--- src/rtl/core/a64enc_pkg.sv ---
// ----------------------------------------------------------------------------
// a64enc_pkg
// Shared types, codes and range helpers for the AArch64 instruction encoder.
// ----------------------------------------------------------------------------
package a64enc_pkg;

  // Instruction forms selected by the command field
  typedef enum logic [4:0] {
    CMD_ADR       = 5'd0,
    CMD_ADRP      = 5'd1,
    CMD_BR        = 5'd2,
    CMD_BLR       = 5'd3,
    CMD_LDP_IDX   = 5'd4,
    CMD_LDP_OFF   = 5'd5,
    CMD_STP_IDX   = 5'd6,
    CMD_STP_OFF   = 5'd7,
    CMD_NOP       = 5'd8,
    CMD_RET       = 5'd9,
    CMD_MOV_REG   = 5'd10,
    CMD_ADD_REG   = 5'd11,
    CMD_CMP_REG   = 5'd12,
    CMD_MSR       = 5'd13,
    CMD_CCMP      = 5'd14,
    CMD_LDR_REG   = 5'd15,
    CMD_STR_REG   = 5'd16,
    CMD_ADD_IMM   = 5'd17,
    CMD_BL        = 5'd18,
    CMD_B         = 5'd19,
    CMD_BCOND     = 5'd20,
    CMD_CBZ       = 5'd21,
    CMD_CMP_IMM   = 5'd22,
    CMD_MOVZ      = 5'd23,
    CMD_STR_UIMM  = 5'd24,
    CMD_STRB_UIMM = 5'd25,
    CMD_SUB_IMM   = 5'd26,
    CMD_SUBS_IMM  = 5'd27,
    CMD_MOVK      = 5'd28,
    CMD_LDR_UIMM  = 5'd29,
    CMD_TBZ       = 5'd30,
    CMD_LDR_LIT   = 5'd31
  } command_e;

  // Branch authentication modes
  typedef enum logic [2:0] {
    PAC_OFF  = 3'd0,
    PAC_AA   = 3'd1,
    PAC_AAZ  = 3'd2,
    PAC_AB   = 3'd3,
    PAC_ABZ  = 3'd4
  } pac_e;

  // Result status codes
  typedef enum logic [2:0] {
    ST_OK    = 3'd0,
    ST_RANGE = 3'd1,
    ST_ALIGN = 3'd2,
    ST_AUTH  = 3'd3,
    ST_SHIFT = 3'd4
  } status_e;

  // Fixed words
  localparam logic [31:0] NOP_WORD = 32'hD503201F;
  localparam logic [31:0] RET_WORD = 32'hD65F03C0;

  // Load/store pair opcode tops (bits 31:22)
  localparam logic [9:0] LDP_IDX_TOP = 10'h2A3;
  localparam logic [9:0] LDP_OFF_TOP = 10'h2A5;
  localparam logic [9:0] STP_IDX_TOP = 10'h2A2;
  localparam logic [9:0] STP_OFF_TOP = 10'h2A4;

  // One request beat
  typedef struct packed {
    command_e           command;
    logic [63:0]        pc;
    logic signed [63:0] imm;
    logic [4:0]         reg_d;
    logic [4:0]         reg_n;
    logic [4:0]         reg_m;
    logic [4:0]         reg_t2;
    logic               variant;
    pac_e               pac_mode;
    logic [3:0]         cond_code;
    logic [14:0]        aux_value;
  } req_t;

  // |d| < 2**k for a true signed 65-bit difference d
  function automatic logic dist_below(input logic [64:0] d, input int unsigned k);
    logic [64:0] hi;
    logic [64:0] lo_mask;
    hi      = d >> k;
    lo_mask = ~({65{1'b1}} << k);
    return (hi == '0) || ((hi == ({65{1'b1}} >> k)) && ((d & lo_mask) != '0));
  endfunction

  // v lies in [-2**k, 2**k) as a 64-bit two's complement value
  function automatic logic fits_signed(input logic [63:0] v, input int unsigned k);
    logic [63:0] hi;
    hi = v >> k;
    return (hi == '0) || (hi == ({64{1'b1}} >> k));
  endfunction

endpackage

--- src/rtl/core/a64enc_core.sv ---
// ----------------------------------------------------------------------------
// a64enc_core
// Field packing and per-form range, alignment and mode checks for one request.
// ----------------------------------------------------------------------------
module a64enc_core (
  input  a64enc_pkg::req_t    req_i,
  output logic [31:0]         word_o,
  output a64enc_pkg::status_e status_o
);

  logic [64:0] dist_full;
  logic [63:0] diff;
  logic [52:0] page_diff;
  logic [64:0] page_full;
  logic [63:0] imm_u;

  logic [31:0]         w;
  a64enc_pkg::status_e st;

  // br/blr authentication fields
  logic       pac_z, pac_a, pac_m;
  logic [4:0] pac_mod;
  // sub/subs/cmp immediate
  logic        sub_sh;
  logic [11:0] sub_imm12;
  // movz/movk shift
  logic [1:0]  move_hw;
  logic        move_bad;
  // unsigned offset load/store
  logic [9:0]  uimm_top;
  logic [11:0] uimm_off;
  logic        uimm_misal;
  logic [9:0]  pair_top;

  // PC-relative differences
  assign imm_u     = req_i.imm;
  assign dist_full = {1'b0, imm_u} - {1'b0, req_i.pc};
  assign diff      = dist_full[63:0];
  assign page_diff = {1'b0, imm_u[63:12]} - {1'b0, req_i.pc[63:12]};
  assign page_full = {{12{page_diff[52]}}, page_diff};

  // Authentication mode decode
  always_comb begin
    pac_z   = 1'b0;
    pac_a   = 1'b1;
    pac_m   = 1'b0;
    pac_mod = req_i.reg_m;
    case (req_i.pac_mode)
      a64enc_pkg::PAC_OFF: begin
        pac_a   = 1'b0;
        pac_mod = 5'd0;
      end
      a64enc_pkg::PAC_AA: pac_z = 1'b1;
      a64enc_pkg::PAC_AAZ: pac_mod = 5'd31;
      a64enc_pkg::PAC_AB: begin
        pac_z = 1'b1;
        pac_m = 1'b1;
      end
      a64enc_pkg::PAC_ABZ: begin
        pac_m   = 1'b1;
        pac_mod = 5'd31;
      end
      default: ;
    endcase
  end

  // Subtract immediate: direct, or shifted by 12 when a clean 4 KiB multiple
  always_comb begin
    sub_sh    = 1'b0;
    sub_imm12 = imm_u[11:0];
    if (imm_u[63:12] != '0 && imm_u[63:24] == '0 && imm_u[11:0] == '0) begin
      sub_sh    = 1'b1;
      sub_imm12 = imm_u[23:12];
    end
  end

  // Move wide shift to hw
  always_comb begin
    move_hw  = 2'd0;
    move_bad = 1'b0;
    if (req_i.aux_value == 15'd0) begin
      move_hw = 2'd0;
    end else if (req_i.aux_value == 15'd16) begin
      move_hw = 2'd1;
    end else if (req_i.aux_value == 15'd32 && !req_i.variant) begin
      move_hw = 2'd2;
    end else if (req_i.aux_value == 15'd48 && !req_i.variant) begin
      move_hw = 2'd3;
    end else begin
      move_bad = 1'b1;
    end
  end

  // Unsigned offset scaling: 4 bytes with variant, else 8
  always_comb begin
    if (req_i.variant) begin
      uimm_top   = 10'h2E4;
      uimm_off   = imm_u[13:2];
      uimm_misal = imm_u[1:0] != 2'b00;
    end else begin
      uimm_top   = 10'h3E4;
      uimm_off   = imm_u[14:3];
      uimm_misal = imm_u[2:0] != 3'b000;
    end
    if (req_i.command == a64enc_pkg::CMD_LDR_UIMM) begin
      uimm_top[0] = 1'b1;
    end
  end

  // Pair opcode select
  always_comb begin
    case (req_i.command)
      a64enc_pkg::CMD_LDP_IDX: pair_top = a64enc_pkg::LDP_IDX_TOP;
      a64enc_pkg::CMD_LDP_OFF: pair_top = a64enc_pkg::LDP_OFF_TOP;
      a64enc_pkg::CMD_STP_IDX: pair_top = a64enc_pkg::STP_IDX_TOP;
      default:                 pair_top = a64enc_pkg::STP_OFF_TOP;
    endcase
  end

  // Per-form encode and checks
  always_comb begin
    w  = '0;
    st = a64enc_pkg::ST_OK;
    case (req_i.command)
      a64enc_pkg::CMD_ADR: begin
        if (!a64enc_pkg::dist_below(dist_full, 20)) st = a64enc_pkg::ST_RANGE;
        w = {1'b0, diff[1:0], 5'h10, diff[20:2], req_i.reg_d};
      end
      a64enc_pkg::CMD_ADRP: begin
        if (imm_u[11:0] != '0) begin
          st = a64enc_pkg::ST_ALIGN;
        end else if (!a64enc_pkg::dist_below(page_full, 20)) begin
          st = a64enc_pkg::ST_RANGE;
        end
        w = {1'b1, page_diff[1:0], 5'h10, page_diff[20:2], req_i.reg_d};
      end
      a64enc_pkg::CMD_BR, a64enc_pkg::CMD_BLR: begin
        if (req_i.pac_mode != a64enc_pkg::PAC_OFF && req_i.pac_mode != a64enc_pkg::PAC_AA
            && req_i.pac_mode != a64enc_pkg::PAC_AAZ && req_i.pac_mode != a64enc_pkg::PAC_AB
            && req_i.pac_mode != a64enc_pkg::PAC_ABZ) begin
          st = a64enc_pkg::ST_AUTH;
        end
        w = {7'h6B, pac_z, 2'b00, req_i.command == a64enc_pkg::CMD_BLR, 9'h1F0,
             pac_a, pac_m, req_i.reg_n, pac_mod};
      end
      a64enc_pkg::CMD_LDP_IDX, a64enc_pkg::CMD_LDP_OFF,
      a64enc_pkg::CMD_STP_IDX, a64enc_pkg::CMD_STP_OFF: begin
        w = {pair_top, imm_u[9:3], req_i.reg_t2, req_i.reg_n, req_i.reg_d};
        // pre-index bit only for the indexed forms
        if (req_i.command == a64enc_pkg::CMD_LDP_IDX ||
            req_i.command == a64enc_pkg::CMD_STP_IDX) begin
          w[24] = w[24] | req_i.variant;
        end
      end
      a64enc_pkg::CMD_NOP: w = a64enc_pkg::NOP_WORD;
      a64enc_pkg::CMD_RET: w = a64enc_pkg::RET_WORD;
      a64enc_pkg::CMD_MOV_REG: begin
        w = {2'b10, 6'h2A, 3'b000, req_i.reg_m, imm_u[5:0], req_i.reg_n, req_i.reg_d};
      end
      a64enc_pkg::CMD_ADD_REG: begin
        if (imm_u[63:6] != '0) st = a64enc_pkg::ST_RANGE;
        w = {1'b1, req_i.variant, 6'h0B, 3'b000, req_i.reg_m, imm_u[5:0],
             req_i.reg_n, req_i.reg_d};
      end
      a64enc_pkg::CMD_CMP_REG: begin
        if (imm_u[63:6] != '0) st = a64enc_pkg::ST_RANGE;
        w = {8'hEB, 3'b000, req_i.reg_m, imm_u[5:0], req_i.reg_n, req_i.reg_d};
      end
      a64enc_pkg::CMD_MSR: begin
        w = {10'h354, req_i.variant, 1'b1, req_i.aux_value, req_i.reg_d};
      end
      a64enc_pkg::CMD_CCMP: begin
        w = {1'b1, 10'h3D2, req_i.reg_m, req_i.cond_code, 2'b00, req_i.reg_n,
             req_i.aux_value[4:0]};
      end
      a64enc_pkg::CMD_LDR_REG, a64enc_pkg::CMD_STR_REG: begin
        w = {(req_i.variant ? 2'b10 : 2'b11),
             (req_i.command == a64enc_pkg::CMD_LDR_REG ? 9'h1C3 : 9'h1C1),
             req_i.reg_m, 6'h1A, req_i.reg_n, req_i.reg_d};
      end
      a64enc_pkg::CMD_ADD_IMM: begin
        if (!a64enc_pkg::fits_signed(imm_u, 12)) st = a64enc_pkg::ST_RANGE;
        w = {8'h91, 2'b00, imm_u[11:0], req_i.reg_n, req_i.reg_d};
      end
      a64enc_pkg::CMD_BL: w = {6'h25, diff[27:2]};
      a64enc_pkg::CMD_B: begin
        if (diff[1:0] != 2'b00) st = a64enc_pkg::ST_ALIGN;
        w = {6'h05, diff[27:2]};
      end
      a64enc_pkg::CMD_BCOND: begin
        if (diff[1:0] != 2'b00) st = a64enc_pkg::ST_ALIGN;
        w = {8'h54, diff[20:2], 1'b0, req_i.cond_code};
      end
      a64enc_pkg::CMD_CBZ: begin
        if (diff[1:0] != 2'b00) begin
          st = a64enc_pkg::ST_ALIGN;
        end else if (!a64enc_pkg::fits_signed(diff, 20)) begin
          st = a64enc_pkg::ST_RANGE;
        end
        w = {7'h5A, req_i.variant, diff[20:2], req_i.reg_d};
      end
      a64enc_pkg::CMD_CMP_IMM, a64enc_pkg::CMD_SUB_IMM, a64enc_pkg::CMD_SUBS_IMM: begin
        if (imm_u[63:12] != '0 && !sub_sh) st = a64enc_pkg::ST_RANGE;
        w = {(req_i.command == a64enc_pkg::CMD_SUB_IMM ? 8'hD1 : 8'hF1), 1'b0, sub_sh,
             sub_imm12, req_i.reg_n,
             (req_i.command == a64enc_pkg::CMD_CMP_IMM ? 5'd31 : req_i.reg_d)};
      end
      a64enc_pkg::CMD_MOVZ, a64enc_pkg::CMD_MOVK: begin
        if (move_bad) st = a64enc_pkg::ST_SHIFT;
        w = {~req_i.variant, (req_i.command == a64enc_pkg::CMD_MOVZ ? 8'hA5 : 8'hE5),
             move_hw, imm_u[15:0], req_i.reg_d};
      end
      a64enc_pkg::CMD_STR_UIMM, a64enc_pkg::CMD_LDR_UIMM: begin
        if (uimm_misal) st = a64enc_pkg::ST_ALIGN;
        w = {uimm_top, uimm_off, req_i.reg_n, req_i.reg_d};
      end
      a64enc_pkg::CMD_STRB_UIMM: begin
        w = {10'h0E4, imm_u[11:0], req_i.reg_n, req_i.reg_d};
      end
      a64enc_pkg::CMD_TBZ: begin
        if (diff[1:0] != 2'b00) begin
          st = a64enc_pkg::ST_ALIGN;
        end else if (!a64enc_pkg::fits_signed(diff, 15)) begin
          st = a64enc_pkg::ST_RANGE;
        end
        w = {req_i.aux_value[5], 6'h1B, req_i.variant, req_i.aux_value[4:0],
             diff[15:2], req_i.reg_d};
      end
      a64enc_pkg::CMD_LDR_LIT: begin
        if (!a64enc_pkg::dist_below(dist_full, 18)) begin
          st = a64enc_pkg::ST_RANGE;
        end else if (diff[1:0] != 2'b00) begin
          st = a64enc_pkg::ST_ALIGN;
        end
        w = {8'h58, diff[20:2], req_i.reg_d};
      end
      default: begin
        w  = '0;
        st = a64enc_pkg::ST_OK;
      end
    endcase
  end

  // Word is cleared on any error
  assign word_o   = (st == a64enc_pkg::ST_OK) ? w : 32'd0;
  assign status_o = st;

endmodule

--- src/rtl/core/arm64_instruction_encoder.sv ---
// ----------------------------------------------------------------------------
// arm64_instruction_encoder
// Two-register pipeline around the AArch64 form encoder.
// ----------------------------------------------------------------------------
// Usage:
//   The request channel (in_valid_i / in_ready_o) carries one encode request
//   per beat: form, pc, immediate or target, registers, flags and operands.
//   The result channel (out_valid_o / out_ready_i) returns one beat per
//   request with the 32-bit machine word and a status; the word is zero
//   whenever the status is not ok.
//   An accepted request passes through the request register, then the
//   encode logic into the result register. Throughput is one request per
//   cycle while the receiver takes results, set by the single pass
//   through the encode logic between the two registers.
//   When the receiver stalls, the result register holds its beat and the
//   request register takes one more beat; in_ready_o then drops until the
//   result is taken. Requests and results keep their order.
//   Reset clears both valid flags; the block is ready right after reset.
// ----------------------------------------------------------------------------
module arm64_instruction_encoder (
  input  logic               clk_i,
  input  logic               rst_ni,
  input  logic               in_valid_i,
  output logic               in_ready_o,
  input  logic [4:0]         command_i,
  input  logic [63:0]        pc_i,
  input  logic signed [63:0] imm_i,
  input  logic [4:0]         reg_d_i,
  input  logic [4:0]         reg_n_i,
  input  logic [4:0]         reg_m_i,
  input  logic [4:0]         reg_t2_i,
  input  logic               variant_i,
  input  logic [2:0]         pac_mode_i,
  input  logic [3:0]         cond_code_i,
  input  logic [14:0]        aux_value_i,
  output logic               out_valid_o,
  input  logic               out_ready_i,
  output logic [31:0]        word_o,
  output logic [2:0]         status_o
);

  logic                req_valid_q, req_valid_d;
  a64enc_pkg::req_t    req_q, req_d;
  logic                out_valid_q, out_valid_d;
  logic [31:0]         word_q;
  a64enc_pkg::status_e status_q;

  logic                in_fire;
  logic                req_adv;
  logic [31:0]         enc_word;
  a64enc_pkg::status_e enc_status;

  // Handshake control
  assign req_adv    = req_valid_q && (!out_valid_q || out_ready_i);
  assign in_ready_o = !req_valid_q || req_adv;
  assign in_fire    = in_valid_i && in_ready_o;

  always_comb begin
    req_valid_d = req_valid_q;
    if (in_fire) begin
      req_valid_d = 1'b1;
    end else if (req_adv) begin
      req_valid_d = 1'b0;
    end
    out_valid_d = out_valid_q;
    if (req_adv) begin
      out_valid_d = 1'b1;
    end else if (out_ready_i) begin
      out_valid_d = 1'b0;
    end
  end

  // Request beat packing
  always_comb begin
    req_d.command   = a64enc_pkg::command_e'(command_i);
    req_d.pc        = pc_i;
    req_d.imm       = imm_i;
    req_d.reg_d     = reg_d_i;
    req_d.reg_n     = reg_n_i;
    req_d.reg_m     = reg_m_i;
    req_d.reg_t2    = reg_t2_i;
    req_d.variant   = variant_i;
    req_d.pac_mode  = a64enc_pkg::pac_e'(pac_mode_i);
    req_d.cond_code = cond_code_i;
    req_d.aux_value = aux_value_i;
  end

  // Valid flags
  always_ff @(posedge clk_i or negedge rst_ni) begin
    if (!rst_ni) begin
      req_valid_q <= 1'b0;
      out_valid_q <= 1'b0;
    end else begin
      req_valid_q <= req_valid_d;
      out_valid_q <= out_valid_d;
    end
  end

  // Payload registers
  always_ff @(posedge clk_i) begin
    if (in_fire) begin
      req_q <= req_d;
    end
    if (req_adv) begin
      word_q   <= enc_word;
      status_q <= enc_status;
    end
  end

  // Encoder
  a64enc_core u_core (
    .req_i    (req_q),
    .word_o   (enc_word),
    .status_o (enc_status)
  );

  assign out_valid_o = out_valid_q;
  assign word_o      = word_q;
  assign status_o    = status_q;

  // Error results never carry a word
  assert property (@(posedge clk_i) disable iff (!rst_ni)
    (out_valid_o && status_o != a64enc_pkg::ST_OK) |-> (word_o == 32'd0))
    else $error("error result with nonzero word");

  // Backpressure only when both stages are full and the output stalls
  assert property (@(posedge clk_i) disable iff (!rst_ni)
    !in_ready_o |-> (req_valid_q && out_valid_o && !out_ready_i))
    else $error("input stalled without a full pipeline");

  // An accepted request is held in the request stage next cycle
  assert property (@(posedge clk_i) disable iff (!rst_ni)
    in_fire |=> req_valid_q)
    else $error("accepted request lost");

  // A taken result with nothing behind it leaves the output empty
  assert property (@(posedge clk_i) disable iff (!rst_ni)
    (out_valid_o && out_ready_i && !req_valid_q) |=> !out_valid_o)
    else $error("result repeated");

endmodule
--- config.mk ---
export PLATFORM = sky130hd
export DESIGN_NAME = arm64_instruction_encoder
export DESIGN_NICKNAME = d
export VERILOG_FILES = /design/src/rtl/core/a64enc_pkg.sv /design/src/rtl/core/a64enc_core.sv /design/src/rtl/core/arm64_instruction_encoder.sv
export SDC_FILE = /design/constraint.sdc
export NUM_CORES = 1
export LEC_CHECK = 0
export ABC_AREA = 1
export BUFFER_PORTS_ARGS = -buffer_cell sky130_fd_sc_hd__buf_2
export CELL_PAD_IN_SITES_DETAIL_PLACEMENT = 2
export CELL_PAD_IN_SITES_GLOBAL_PLACEMENT = 2
export CORE_MARGIN = 5
export CORE_UTILIZATION = 33
export CTS_CLUSTER_SIZE = 28
export DETAILED_ROUTE_END_ITERATION = 10
export PLACE_DENSITY_LB_ADDON = 0.1
export SLEW_MARGIN = 20
export SYNTH_ARGS = -nofsm -noshare
export SYNTH_HDL_FRONTEND = slang
export SYNTH_HIERARCHICAL = 1
export SYNTH_SLANG_ARGS = --single-unit
--- constraint.sdc ---
create_clock -name clk_i -period 5.8 [get_ports clk_i]
set_input_delay 0.29 -clock clk_i [delete_from_list [all_inputs] [get_ports clk_i]]
set_output_delay 0.29 -clock clk_i [all_outputs]
set_load 0.02 [all_outputs]
==> flow_summary.ini <==
[power]
ir_worst_vdd_v = 0.0002450
power.density_nw_per_um2 = 246.0
leakage_nw = 11.70

[sta]
setup-violations-final = 0
slew_violations = 0
fmax_ghz = 0.1825
setup_ws_ns = 0.3209
finalCriticalPeriod_ns = 5.479
fin_hold_ws_ns = 0.4119
rsz0062_at_grt = false
worst_pin_slew_ns = 1.087
fin_setup_tns_ns = 0
fin_crit_sh_pct = 94.47
slew_headroom_pct = 27.18
fin_worst_skew_ns = 0.02265
finalHoldViolCount = 0

[worst_setup_path]
crit_path_start_kind = flip-flop
crit_arrival_ns = 5.85
worst_setup_path_end_kind = flip-flop
cp_max_fo = 32
critical_path_class = reg -> reg
cp.required_ns = 6.17

[layout]
filler_cell_count = 6842
final_layout_size_suffix_gt1_share_pct = 11.86
multiInputGateArea_sq_um = 10180
regArea_sq_um = 6386
nets = 3584
fin_cells = 4112
fin_util_pct = 41.62
syn2layout_area_growth_pct = 24.85
antenna_cells = 0

[synthesis]
synthCells = 2917
synth_top_area_share_pct = 33.71
netlist_area_sq_um = 18800
avgSynthCellArea_sq_um = 6.444
ys_top_cells_by_area = edfxtp_1 (34%), nand2_1 (22%), inv_1 (10%)
synth_edf_count = 211
ys_warn_count = 6
synth_most_common_cell = nand2_1
synthAdderAreaFrac_pct = 4.539
yosys_most_used_dff = edfxtp_1
synth_cell_type_count = 47
synth_compound_area_share_pct = 7.468
ys_ff_latch = 213
yosys.area_share.simple_pct = 41.23
yosysSeqAreaShare_pct = 33.97
synthTopCellsByCount = nand2_1 (1096), inv_1 (513), nor2_1 (282)
synth_xor_area_share_pct = 0.7921
synthMuxAreaShare_pct = 0
async_reset_ff_share_pct = 0.9390
syn_nets = 3164
yosysTopAreaCell = edfxtp_1
synth_top_family_by_area = simple AND/OR/NAND/NOR gates

[detailed_routing]
drt_iter0_markers = 1927
ant_nets = 0
vias = 22960
wirelength_um = 115300
wl_per_cell_um = 28.03
via_per_inst = 5.582
drc = 0
drt_pass1_iterations = 6

[clock_tree]
insertion_delay_ns = 0.59
ctsResizeCount = 0
root_buffer = clkbuf_16
cts_buffer_depth = 3
cts_buffers = 26
post_cts_buffers = 0
cts_htree_levels = 1
cts_sinks = 213
hold_buffers = 181
clkTransAtPathRegs_ns = 0.07
cts_tree = yes

[grt]
grt_use_total_pct = 35.59
overflow = 0
grt_pass1_wl_um = 167300
grt_max_degree = 92
antenna_found_initial = 1
grt_pass1_vias = 24490

[floorplanning]
die_h_um = 248.7
fp.coreArea_sq_um = 56390
dieArea_sq_um = 61840
die_w_um = 248.7
io_pins = 217
start_util_pct = 33.34
num_rows = 87

[place]
dp.cells = 3884
post-dp-hpwl_um = 87770
place_ws_ns = 0.4037
place.gp.congestion = 1.049
port_buffers = 216

[status]
status = completed

[min_path]
hp-class = in -> reg

[run]
cap_viol_max_count = 0
## report_power, final
| part | internal, W | total (W) | switching (W) |
|---|---|---|---|
| Sequential | 0.00184 | 0.00194 | 0.0000937 |
| Clock | 0.000861 | 0.00161 | 0.000750 |
| Combinational | 0.000609 | 0.00223 | 0.00162 |
| Total | 0.00331 | 0.00577 | 0.00246 |
## cells by family (layout without fill, tap and decap cells)
group / Yosys count / after routing
flops: 213 / 213
buf+inv: 588 / 1027
fa+ha+maj: 67 / 67
xor+xnor: 17 / 17
simple gates: 1808 / 1808
compound gates: 224 / 224
## flip-flops by register name, summed over array words and instances (netlist names)
signal       count
req_q          176
word_o          32
status_o         3
out_valid_o      1
req_valid_q      1
## final cells by class
| class | instances | area share, % |
|---|---|---|
| flip-flops and latches | 213 | 27.21 |
| well taps | 756 | 4.030 |
| repair buffers | 414 | 13.01 |
| clock buffers | 31 | 2.852 |
| inverters | 566 | 9.073 |
| multi-input cells | 2116 | 43.39 |
| clock inverters | 16 | 0.4371 |
## final timing paths
check / depth (start not counted) / start / slack (ns) / to
max in group asynchronous: 3 / rst_ni / 5.07 / req_valid_q
hold reg to reg: 2 / req_valid_q / 0.59 / out_valid_o
setup / recovery: 26 / req_q[55] / 0.32 / word_o[0]
hold / removal: 2 / pc_i[23] / 0.41 / req_q[130]
min in group asynchronous: 3 / rst_ni / 0.60 / out_valid_o
setup reg to reg: 26 / req_q[55] / 0.32 / word_o[0]
## worst max-delay path, cell delays in order (launching register included)
cell,delay [ns]
edfxtp_1,0.56
inv_1,0.19
ha_1,0.23
inv_1,0.27
fa_1,0.47
nand3_1,0.15
nand2_1,0.30
nand2_1,0.12
nand2_1,0.28
nand2_1,0.12
nand2_1,0.21
nand2_1,0.11
nand2_1,0.08
nand2_1,0.05
nand2_1,0.15
nand4_1,0.13
nor2_1,0.29
nand2_1,0.09
nor2_1,0.10
nand2_1,0.08
nand3_1,0.13
nand2_1,0.08
clkinv_1,0.06
nand2_2,0.06
nor2_4,0.11
nand3_4,0.43
nor3_1,0.39
## layer usage
| layer | track usage [%] | share of wire, % |
|---|---|---|
| met5 | 0 | 0.016 |
| met4 | 8.907 | 3.1 |
| met3 | 6.092 | 7.4 |
| met2 | 58.28 | 45 |
| met1 | 49.14 | 44 |
## cells in the final DEF (no fill, tap or decap), types with 4 or more instances in the layout
cell,count
a2111oi_0,10
a211oi_1,9
a21oi_1,90
a221oi_1,10
and2_1,10
buf_2,216
buf_4,15
clkbuf_1,5
clkbuf_16,26
clkinv_1,28
dlygate4sd3_1,181
edfxtp_1,211
ha_1,65
inv_1,512
inv_2,36
nand2_1,1096
nand2_2,14
nand3_1,208
nand3b_1,7
nand4_1,62
nor2_1,282
nor2_2,27
nor2_4,6
nor3_1,33
nor3_2,34
nor4_1,17
o2111ai_1,14
o211ai_1,15
o21ai_0,43
o21bai_1,4
o221ai_1,8
or2_2,5
xor2_1,17
## per-stage QoR
stage / power [W] / cell area (sq um)
finish: 0.005774 / 23470
global route: 0.005989 / 23470
CTS: 0.005603 / 23460
detailed placement: 0.003950 / 20880
global placement: 0.003857 / 20850
floorplan: 0.003110 / 18800
Note: power is estimated with default switching activity, not from simulation.
